### src/design/efd_pkg.sv
// Shared widths, constants and the emitter descriptor type of the frame distributor.
`timescale 1ns / 1ps
`default_nettype none
package efd_pkg;

   localparam int EFD_MAX_FRAMES = 64;
   localparam int EFD_FRAC_BITS  = 8;

   localparam int START_W = 28;
   localparam int DUR_W   = 16;
   localparam int PHOT_W  = 32;
   localparam int POS_W   = 32;
   localparam int ID_W    = 32;
   localparam int INDEX_W = 20;
   localparam int TIME_W  = 30;
   localparam int OVL_W   = DUR_W + 1;
   localparam int PROD_W  = OVL_W + PHOT_W;
   localparam int REM_W   = PROD_W - PHOT_W;
   localparam int ROW_W   = 7;
   localparam int STEP_W  = $clog2(PHOT_W);

   localparam int QUEUE_DEPTH = 2;
   localparam int QPTR_W      = $clog2(QUEUE_DEPTH);
   localparam int QCNT_W      = $clog2(QUEUE_DEPTH + 1);

   typedef struct packed {
      logic [START_W-1:0]      start;
      logic [DUR_W-1:0]        dur;
      logic [TIME_W-1:0]       stop;
      logic [PHOT_W-1:0]       photons;
      logic signed [POS_W-1:0] x;
      logic signed [POS_W-1:0] y;
      logic signed [POS_W-1:0] z;
      logic [ID_W-1:0]         id;
      logic [START_W-1:0]      first;
      logic [ROW_W-1:0]        rows;
      logic                    clip;
   } efd_desc_type;

endpackage
`default_nettype wire

### src/design/emitter_frame_distributor.sv
// Top level of the emitter frame distributor.
//
// Usage: one emitter beat on the req_ channel (start time, on-time, photons,
// position, id) yields one rsp_ beat per frame the emitter spans, at most
// MaxFrames of them, in frame order; rsp_last_row marks the final row and
// rsp_clipped is set on every row of an emitter whose span was cut short.
// An emitter whose span is empty yields no beat.
// Path: an accepted emitter passes the front-end register and the descriptor
// queue before the row engine takes it. The row engine works through each row
// in steps: the overlap, the multiply, the bit-serial divide by the on-time
// and the load of the output register, which offers the row on rsp_.
// The row engine finishes all rows of an emitter before it takes the next one.
// The front end and a two-entry descriptor queue keep taking emitters while
// the row engine works, so req_stall rises only once both are full.
// Reset clears all valid flags and the queue; no beat is pending afterward.
// When the receiver holds rsp_stall the output register keeps its row and the
// row engine waits with its next result until the register frees.
`timescale 1ns / 1ps
`default_nettype none
module emitter_frame_distributor
   import efd_pkg::*;
#(
   parameter int MaxFrames = EFD_MAX_FRAMES,
   parameter int FracBits  = EFD_FRAC_BITS
) (
   input  wire logic                    clock,
   input  wire logic                    reset,
   input  wire logic                    req_valid,
   output logic                         req_stall,
   input  wire logic [START_W-1:0]      req_start_time,
   input  wire logic [DUR_W-1:0]        req_on_duration,
   input  wire logic [PHOT_W-1:0]       req_photon_total,
   input  wire logic signed [POS_W-1:0] req_x_pos,
   input  wire logic signed [POS_W-1:0] req_y_pos,
   input  wire logic signed [POS_W-1:0] req_z_pos,
   input  wire logic [ID_W-1:0]         req_emitter_id,
   output logic                         rsp_valid,
   input  wire logic                    rsp_stall,
   output logic [INDEX_W-1:0]           rsp_frame_index,
   output logic [PHOT_W-1:0]            rsp_frame_photons,
   output logic signed [POS_W-1:0]      rsp_out_x,
   output logic signed [POS_W-1:0]      rsp_out_y,
   output logic signed [POS_W-1:0]      rsp_out_z,
   output logic [ID_W-1:0]              rsp_out_id,
   output logic                         rsp_last_row,
   output logic                         rsp_clipped
);

   logic         front_valid, front_ready;
   efd_desc_type front_desc;
   logic         queue_valid, queue_ready;
   efd_desc_type queue_desc;

   efd_front #(
      .MaxFrames (MaxFrames),
      .FracBits  (FracBits)
   ) u_front (
      .clock            (clock),
      .reset            (reset),
      .req_valid        (req_valid),
      .req_stall        (req_stall),
      .req_start_time   (req_start_time),
      .req_on_duration  (req_on_duration),
      .req_photon_total (req_photon_total),
      .req_x_pos        (req_x_pos),
      .req_y_pos        (req_y_pos),
      .req_z_pos        (req_z_pos),
      .req_emitter_id   (req_emitter_id),
      .desc_valid       (front_valid),
      .desc_ready       (front_ready),
      .desc             (front_desc)
   );

   efd_queue u_queue (
      .clock     (clock),
      .reset     (reset),
      .in_valid  (front_valid),
      .in_ready  (front_ready),
      .in_desc   (front_desc),
      .out_valid (queue_valid),
      .out_ready (queue_ready),
      .out_desc  (queue_desc)
   );

   efd_back #(
      .FracBits (FracBits)
   ) u_back (
      .clock             (clock),
      .reset             (reset),
      .desc_valid        (queue_valid),
      .desc_ready        (queue_ready),
      .desc              (queue_desc),
      .rsp_valid         (rsp_valid),
      .rsp_stall         (rsp_stall),
      .rsp_frame_index   (rsp_frame_index),
      .rsp_frame_photons (rsp_frame_photons),
      .rsp_out_x         (rsp_out_x),
      .rsp_out_y         (rsp_out_y),
      .rsp_out_z         (rsp_out_z),
      .rsp_out_id        (rsp_out_id),
      .rsp_last_row      (rsp_last_row),
      .rsp_clipped       (rsp_clipped)
   );

endmodule
`default_nettype wire

### src/design/efd_front.sv
// Front end: accepts emitter beats, finds the frame span and row count, drops empty spans.
`timescale 1ns / 1ps
`default_nettype none
module efd_front
   import efd_pkg::*;
#(
   parameter int MaxFrames = EFD_MAX_FRAMES,
   parameter int FracBits  = EFD_FRAC_BITS
) (
   input  wire logic                    clock,
   input  wire logic                    reset,
   input  wire logic                    req_valid,
   output logic                         req_stall,
   input  wire logic [START_W-1:0]      req_start_time,
   input  wire logic [DUR_W-1:0]        req_on_duration,
   input  wire logic [PHOT_W-1:0]       req_photon_total,
   input  wire logic signed [POS_W-1:0] req_x_pos,
   input  wire logic signed [POS_W-1:0] req_y_pos,
   input  wire logic signed [POS_W-1:0] req_z_pos,
   input  wire logic [ID_W-1:0]         req_emitter_id,
   output logic                         desc_valid,
   input  wire logic                    desc_ready,
   output efd_desc_type                 desc
);

   localparam logic [TIME_W-1:0] OneMinus1 = TIME_W'((1 << FracBits) - 1);
   localparam logic [TIME_W-1:0] MaxSpan   = TIME_W'(MaxFrames);

   logic         valid_ff, valid_in;
   efd_desc_type desc_ff, desc_in;
   logic         accept;
   logic [TIME_W-1:0] stop_w, past_w, first_w, span_w;

   assign req_stall  = valid_ff && !desc_ready;
   assign accept     = req_valid && !req_stall;
   assign desc_valid = valid_ff;
   assign desc       = desc_ff;

   always_comb begin
      stop_w  = TIME_W'(req_start_time) + TIME_W'(req_on_duration);
      past_w  = (stop_w + OneMinus1) >> FracBits;
      first_w = TIME_W'(req_start_time) >> FracBits;
      span_w  = past_w - first_w;

      desc_in         = desc_ff;
      desc_in.start   = req_start_time;
      desc_in.dur     = req_on_duration;
      desc_in.stop    = stop_w;
      desc_in.photons = req_photon_total;
      desc_in.x       = req_x_pos;
      desc_in.y       = req_y_pos;
      desc_in.z       = req_z_pos;
      desc_in.id      = req_emitter_id;
      desc_in.first   = first_w[START_W-1:0];
      if (span_w > MaxSpan) begin
         desc_in.rows = ROW_W'(MaxFrames);
         desc_in.clip = 1'b1;
      end else begin
         desc_in.rows = span_w[ROW_W-1:0];
         desc_in.clip = 1'b0;
      end

      if (accept) begin
         valid_in = (span_w != '0);
      end else if (desc_ready) begin
         valid_in = 1'b0;
      end else begin
         valid_in = valid_ff;
      end
   end

   always_ff @(posedge clock) begin
      if (reset) begin
         valid_ff <= 1'b0;
      end else begin
         valid_ff <= valid_in;
      end
   end

   always_ff @(posedge clock) begin
      if (accept) begin
         desc_ff <= desc_in;
      end
   end

endmodule
`default_nettype wire

### src/design/efd_queue.sv
// Short descriptor queue between the front end and the row engine.
`timescale 1ns / 1ps
`default_nettype none
module efd_queue
   import efd_pkg::*;
(
   input  wire logic          clock,
   input  wire logic          reset,
   input  wire logic          in_valid,
   output logic               in_ready,
   input  wire efd_desc_type  in_desc,
   output logic               out_valid,
   input  wire logic          out_ready,
   output efd_desc_type       out_desc
);

   efd_desc_type           slot_ff [QUEUE_DEPTH];
   logic [QPTR_W-1:0]      wr_ptr_ff, wr_ptr_in;
   logic [QPTR_W-1:0]      rd_ptr_ff, rd_ptr_in;
   logic [QCNT_W-1:0]      count_ff, count_in;
   logic                   push, pop;

   assign in_ready  = (count_ff != QCNT_W'(QUEUE_DEPTH));
   assign out_valid = (count_ff != '0);
   assign out_desc  = slot_ff[rd_ptr_ff];
   assign push      = in_valid && in_ready;
   assign pop       = out_valid && out_ready;

   always_comb begin
      wr_ptr_in = push ? wr_ptr_ff + QPTR_W'(1) : wr_ptr_ff;
      rd_ptr_in = pop ? rd_ptr_ff + QPTR_W'(1) : rd_ptr_ff;
      count_in  = count_ff;
      if (push && !pop) begin
         count_in = count_ff + QCNT_W'(1);
      end else if (pop && !push) begin
         count_in = count_ff - QCNT_W'(1);
      end
   end

   always_ff @(posedge clock) begin
      if (reset) begin
         wr_ptr_ff <= '0;
         rd_ptr_ff <= '0;
         count_ff  <= '0;
      end else begin
         wr_ptr_ff <= wr_ptr_in;
         rd_ptr_ff <= rd_ptr_in;
         count_ff  <= count_in;
      end
   end

   always_ff @(posedge clock) begin
      if (push) begin
         slot_ff[wr_ptr_ff] <= in_desc;
      end
   end

endmodule
`default_nettype wire

### src/design/efd_back.sv
// Row engine: walks the frames of one emitter, weights photons by a serial divide, emits rows.
`timescale 1ns / 1ps
`default_nettype none
module efd_back
   import efd_pkg::*;
#(
   parameter int FracBits = EFD_FRAC_BITS
) (
   input  wire logic                clock,
   input  wire logic                reset,
   input  wire logic                desc_valid,
   output logic                     desc_ready,
   input  wire efd_desc_type        desc,
   output logic                     rsp_valid,
   input  wire logic                rsp_stall,
   output logic [INDEX_W-1:0]       rsp_frame_index,
   output logic [PHOT_W-1:0]        rsp_frame_photons,
   output logic signed [POS_W-1:0]  rsp_out_x,
   output logic signed [POS_W-1:0]  rsp_out_y,
   output logic signed [POS_W-1:0]  rsp_out_z,
   output logic [ID_W-1:0]          rsp_out_id,
   output logic                     rsp_last_row,
   output logic                     rsp_clipped
);

   localparam logic [2:0] ST_IDLE = 3'd0;
   localparam logic [2:0] ST_OVL  = 3'd1;
   localparam logic [2:0] ST_MUL  = 3'd2;
   localparam logic [2:0] ST_DIV  = 3'd3;
   localparam logic [2:0] ST_OUT  = 3'd4;

   localparam logic [TIME_W-1:0] One      = TIME_W'(1 << FracBits);
   localparam logic [STEP_W-1:0] StepLast = STEP_W'(PHOT_W - 1);

   logic [2:0]          state_ff, state_in;
   efd_desc_type        desc_ff, desc_in;
   logic [ROW_W-1:0]    row_ff, row_in;
   logic [OVL_W-1:0]    ovl_ff, ovl_in;
   logic [REM_W-1:0]    rem_ff, rem_in;
   logic [PHOT_W-1:0]   quo_ff, quo_in;
   logic [STEP_W-1:0]   step_ff, step_in;
   logic                rsp_valid_ff, rsp_valid_in;
   logic [INDEX_W-1:0]  index_ff;
   logic [PHOT_W-1:0]   photons_ff;
   logic signed [POS_W-1:0] x_ff, y_ff, z_ff;
   logic [ID_W-1:0]     id_ff;
   logic                last_ff, clip_ff;

   logic [START_W-1:0]  frame;
   logic [TIME_W-1:0]   lo, hi, lo_cut, hi_cut;
   logic [PROD_W-1:0]   prod;
   logic [REM_W:0]      trial;
   logic                fits, last_row, load_out;

   assign desc_ready        = (state_ff == ST_IDLE);
   assign rsp_valid         = rsp_valid_ff;
   assign rsp_frame_index   = index_ff;
   assign rsp_frame_photons = photons_ff;
   assign rsp_out_x         = x_ff;
   assign rsp_out_y         = y_ff;
   assign rsp_out_z         = z_ff;
   assign rsp_out_id        = id_ff;
   assign rsp_last_row      = last_ff;
   assign rsp_clipped       = clip_ff;

   always_comb begin
      frame    = desc_ff.first + START_W'(row_ff);
      lo       = TIME_W'(frame) << FracBits;
      hi       = lo + One;
      lo_cut   = (TIME_W'(desc_ff.start) > lo) ? TIME_W'(desc_ff.start) : lo;
      hi_cut   = (desc_ff.stop < hi) ? desc_ff.stop : hi;
      prod     = PROD_W'(ovl_ff) * PROD_W'(desc_ff.photons);
      trial    = {rem_ff, quo_ff[PHOT_W-1]};
      fits     = (trial >= (REM_W + 1)'(desc_ff.dur));
      last_row = (row_ff + ROW_W'(1) == desc_ff.rows);
      load_out = (state_ff == ST_OUT) && (!rsp_valid_ff || !rsp_stall);

      state_in = state_ff;
      desc_in  = desc_ff;
      row_in   = row_ff;
      ovl_in   = ovl_ff;
      rem_in   = rem_ff;
      quo_in   = quo_ff;
      step_in  = step_ff;

      unique case (state_ff)
         ST_IDLE: begin
            if (desc_valid) begin
               desc_in  = desc;
               row_in   = '0;
               state_in = ST_OVL;
            end
         end
         ST_OVL: begin
            ovl_in   = (hi_cut > lo_cut) ? OVL_W'(hi_cut - lo_cut) : '0;
            state_in = ST_MUL;
         end
         ST_MUL: begin
            rem_in   = prod[PROD_W-1:PHOT_W];
            quo_in   = prod[PHOT_W-1:0];
            step_in  = '0;
            state_in = ST_DIV;
         end
         ST_DIV: begin
            rem_in  = fits ? REM_W'(trial - (REM_W + 1)'(desc_ff.dur)) : REM_W'(trial);
            quo_in  = {quo_ff[PHOT_W-2:0], fits};
            step_in = step_ff + STEP_W'(1);
            if (step_ff == StepLast) begin
               state_in = ST_OUT;
            end
         end
         ST_OUT: begin
            if (load_out) begin
               if (last_row) begin
                  state_in = ST_IDLE;
               end else begin
                  row_in   = row_ff + ROW_W'(1);
                  state_in = ST_OVL;
               end
            end
         end
         default: begin
            state_in = ST_IDLE;
         end
      endcase

      if (load_out) begin
         rsp_valid_in = 1'b1;
      end else if (!rsp_stall) begin
         rsp_valid_in = 1'b0;
      end else begin
         rsp_valid_in = rsp_valid_ff;
      end
   end

   always_ff @(posedge clock) begin
      if (reset) begin
         state_ff     <= ST_IDLE;
         rsp_valid_ff <= 1'b0;
      end else begin
         state_ff     <= state_in;
         rsp_valid_ff <= rsp_valid_in;
      end
   end

   always_ff @(posedge clock) begin
      desc_ff <= desc_in;
      row_ff  <= row_in;
      ovl_ff  <= ovl_in;
      rem_ff  <= rem_in;
      quo_ff  <= quo_in;
      step_ff <= step_in;
      if (load_out) begin
         index_ff   <= frame[INDEX_W-1:0];
         photons_ff <= (desc_ff.dur == '0) ? '0 : quo_ff;
         x_ff       <= desc_ff.x;
         y_ff       <= desc_ff.y;
         z_ff       <= desc_ff.z;
         id_ff      <= desc_ff.id;
         last_ff    <= last_row;
         clip_ff    <= desc_ff.clip;
      end
   end

endmodule
`default_nettype wire

### config.mk
export PLATFORM = sky130hd
export DESIGN_NAME = emitter_frame_distributor
export DESIGN_NICKNAME = d
export VERILOG_FILES = /design/src/design/efd_pkg.sv /design/src/design/emitter_frame_distributor.sv /design/src/design/efd_front.sv /design/src/design/efd_queue.sv /design/src/design/efd_back.sv
export SDC_FILE = /design/constraint.sdc
export NUM_CORES = 2
export LEC_CHECK = 0
export BUFFER_PORTS_ARGS = -buffer_cell sky130_fd_sc_hd__buf_2
export CAP_MARGIN = 25
export CELL_PAD_IN_SITES_DETAIL_PLACEMENT = 1
export CELL_PAD_IN_SITES_GLOBAL_PLACEMENT = 2
export CORE_MARGIN = 3
export CORE_UTILIZATION = 47
export CTS_CLUSTER_DIAMETER = 150
export DETAILED_ROUTE_END_ITERATION = 10
export GPL_ROUTABILITY_DRIVEN = 0
export HOLD_SLACK_MARGIN = 0.02
export PLACE_DENSITY_LB_ADDON = 0.1
export SYNTH_ARGS = -nofsm -noshare
export SYNTH_HDL_FRONTEND = slang
export SYNTH_SLANG_ARGS = --single-unit
export TNS_END_PERCENT = 50
### constraint.sdc
create_clock -name clock -period 24.9 [get_ports clock]
set_input_delay 2.49 -clock clock [delete_from_list [all_inputs] [get_ports clock]]
set_output_delay 2.49 -clock clock [all_outputs]
set_load 0.005 [all_outputs]
==> metrics.md <==
| Metric | Value |
|---|---|
| Status | `finished, final reports clean` |
| Share of cells above drive strength 1 | `17.4%` |
| Layout Nets | `6,074` |
| Insertion delay to the later sink of the worst-skew pair | `0.78 ns` |
| #FFs+latches synth | `1,233` |
| Drt initial violations | `2,145` |
| CTS Hold Bufs | `0` |
| Worst setup EP type | `register` |
| Die width | `378 um` |
| RSZ-0062 raised after global routing | `no` |
| Syn_area_per_cell | `13.7 um2` |
| Setup_tns | `0 ns` |
| CTS Buf Count | `133` |
| CTS tree | `yes` |
| Die outline height | `378 um` |
| Cell area after synthesis | `64,900 um2` |
| Worst-Margin Slew | `1.12 ns` |
| Core Region | `136,000 um2` |
| Synth unique cells | `87` |
| Final hold vios | `0` |
| TritonRoute pass-1 iters | `5` |
| Synth area leaders | `edfxtp_1 57%, fa_1 14%, ha_1 4.8%, mux2_2 4.2%, inv_1 3.2%` |
| Clock slew at reported path FFs | `0.06 ns` |
| GRT Overall Usage | `24.2%` |
| Crit. Startpoint | `req_start_time[0]` |
| Total of warnings raised by yosys | `0` |
| Most frequent cells in the layout | `1,224 x edfxtp_1, 559 x inv_1, 550 x nand2_1` |
| Setup Fix Bufs, Post-CTS | `0` |
| Max-Cap Viols | `0` |
| DR vias | `38,170` |
| Residual DRC | `0` |
| Number of global-route vias before repair | `41,927` |
| FP Rows | `135` |
| Initial antenna violation count | `36` |
| Worst Skew | `0.0488 ns` |
| Area Growth Syn to Fin | `12.8%` |
| Yosys top cell by area | `edfxtp_1` |
| Worst Hold Class | `register to register` |
| Asr flop ratio synth | `0%` |
| # clock sinks | `1,233` |
| Input/output buffers | `391` |
| CTS root buffer | `clkbuf_16` |
| Most common cell after layout, fill and taps aside | `edfxtp_1` |
| Period utilization | `36.3%` |
| Synth top area share | `56.6%` |
| Min cycle time layout | `9.04 ns` |
| Max-slew violations | `0` |
| Post-Syn Nets | `5,664` |
| Largest net degree at the start of global routing | `148` |
| Routed WL | `170,000 um` |
| Global-route wire length before repair | `258,000 um` |
| Vias/cell | `5.41` |
| DIE AREA | `143,000 um2` |
| Worst min-delay path startpoint | `u_back.desc_ff[60]` |
| H-tree levels | `4` |
| DP HPWL | `118,000 um` |
| GR Overflow Total | `0` |
| Achievable clock frequency | `111 MHz` |
| Setup Viol. Count Final | `0` |
| Relative slew margins | `25.4%` |
| PostCTS Resize Cnt | `0` |
| Top-Level Pins | `392` |
| Clock Path Buffers | `3` |
| Reg2Reg Depth | `36` |
| Crit Path Max Fanout | `8` |
| Primary FF master, synth | `edfxtp_1` |
| Post-synth EDFFs | `1,224` |
| Wire per inst | `24.0 um` |
| Final Core Density | `53.7%` |
| Seq/Total Area, Yosys | `56.9%` |
| Reg-to-reg critical path startpoint | `u_back.row_ff[0]` |
| Req. time, crit path | `25.42 ns` |
| Hold Path Depth | `0` |
| Post-synthesis cell count | `4,753` |
| Crit Path Category | `input pin to register` |
| Post-route ant nets | `0` |
| Initial Util | `47.6%` |
| Crit path DAT | `9.56 ns` |
| Startpoint types | `input pin` |
cell usage after synthesis, types with 5 or more instances:
cell          n
edfxtp_1   1224
nor3b_1       9
nand4_1      33
dfxtp_1       9
a2111oi_0     6
o211ai_1     17
nand3_1      46
o31a_1        7
o21ai_0     119
or2_2         8
nor4_1       15
mux2i_1      20
nor2b_1      27
mux2_2      243
o31ai_1       5
xor2_1       63
nor2_1      165
a211oi_1     15
a31oi_1      14
a21o_1       59
fa_1        454
and3_1       24
o21bai_1     12
nand2_1     551
xnor2_1      91
o2111ai_1    10
inv_1       560
ha_1        249
a311oi_1      5
o22ai_1       7
and4_1        6
clkbuf_1    159
o21ai_1       7
and2_1      199
nor3_1       49
a21oi_1     122
or3_1        14
o21a_1       20
nand2b_1     21
a31o_2        5
flip-flops by register name (all words and copies together), names as in the netlist, 17 cells and up:
register                  flops
u_back.rem_ff                17
u_back.rsp_out_z             32
u_back.rsp_out_x             32
u_back.ovl_ff                17
u_back.desc_ff              241
u_front.desc                241
u_back.quo_ff                32
u_back.rsp_out_id            32
u_queue.slot_ff             482
u_back.rsp_out_y             32
u_back.rsp_frame_photons     32
u_back.rsp_frame_index       20
worst max-delay path: stages:
cell,delay [ns]
buf_2,0.09
ha_1,0.25
inv_1,0.08
fa_1,0.41
and2b_1,0.29
o2111ai_1,0.20
a31oi_1,0.45
o221ai_2,0.31
xnor2_2,0.29
and4_1,0.27
nand4_2,0.21
nor4_4,0.45
nand4_1,0.20
nor2_1,0.15
xor2_1,0.17
ha_1,0.30
a21oi_1,0.15
o21ai_0,0.11
or4_1,0.51
a2111oi_0,0.42
o2111ai_1,0.17
a311oi_1,0.27
nand4_1,0.15
a2111oi_2,0.54
nand2_1,0.32
or2_1,0.29
layer usage:
metal	GRT usage [%]	vias to the layer above	wire length [um]
li1	-	17240	-
met1	30.6	19851	69600
met2	43.3	787	88900
met3	3.32	278	6390
met4	6.84	14	4690
met5	0	-	79
through the flow:
stage	worst slack (ns)	hold WS, ns	cells	instance area, um2
2_1_floorplan	11.16	0.400	4753	64900
3_3_place_gp	15.26	0.400	6807	69000
3_5_place_dp	15.10	0.405	6808	69000
4_1_cts	15.91	0.376	7045	73200
5_1_grt	15.39	0.373	7052	73200
6_report	15.86	0.384	7056	73300
worst paths after layout:
kind                           end  slack, ns
min reg2reg  u_back.rsp_out_id[24]       0.38
min          u_back.rsp_out_id[24]       0.38
max                u_front.desc[0]      15.86
max reg2reg       u_back.ovl_ff[7]      16.27
cells by family (layout without fill, tap and decap cells):
family / count (synthesis) / after routing / share of synthesized area [%]
compound gates: 477 / 477 / 4.73
xor+xnor: 156 / 156 / 2.13
fa+ha+maj: 703 / 703 / 18.8
buf+inv: 727 / 1239 / 4.21
flops: 1233 / 1233 / 56.9
mux: 263 / 263 / 4.52
other cells: 0 / 10 / 0
simple gates: 1194 / 1194 / 8.75
layout make-up:
type                    instances  area (um2)
fillers                     13480       63100
flip-flops and latches       1233       36900
multi-input cells            2793       25300
clock buffers                 177        3530
repair buffers                441        2380
well taps                    1781        2230
inverters                     561        2110
clock inverters                60         688
diodes                         10        25.0
Power is not shown: default switching activity piles up to over one toggle a cycle in this logic, so the estimate is an artifact.
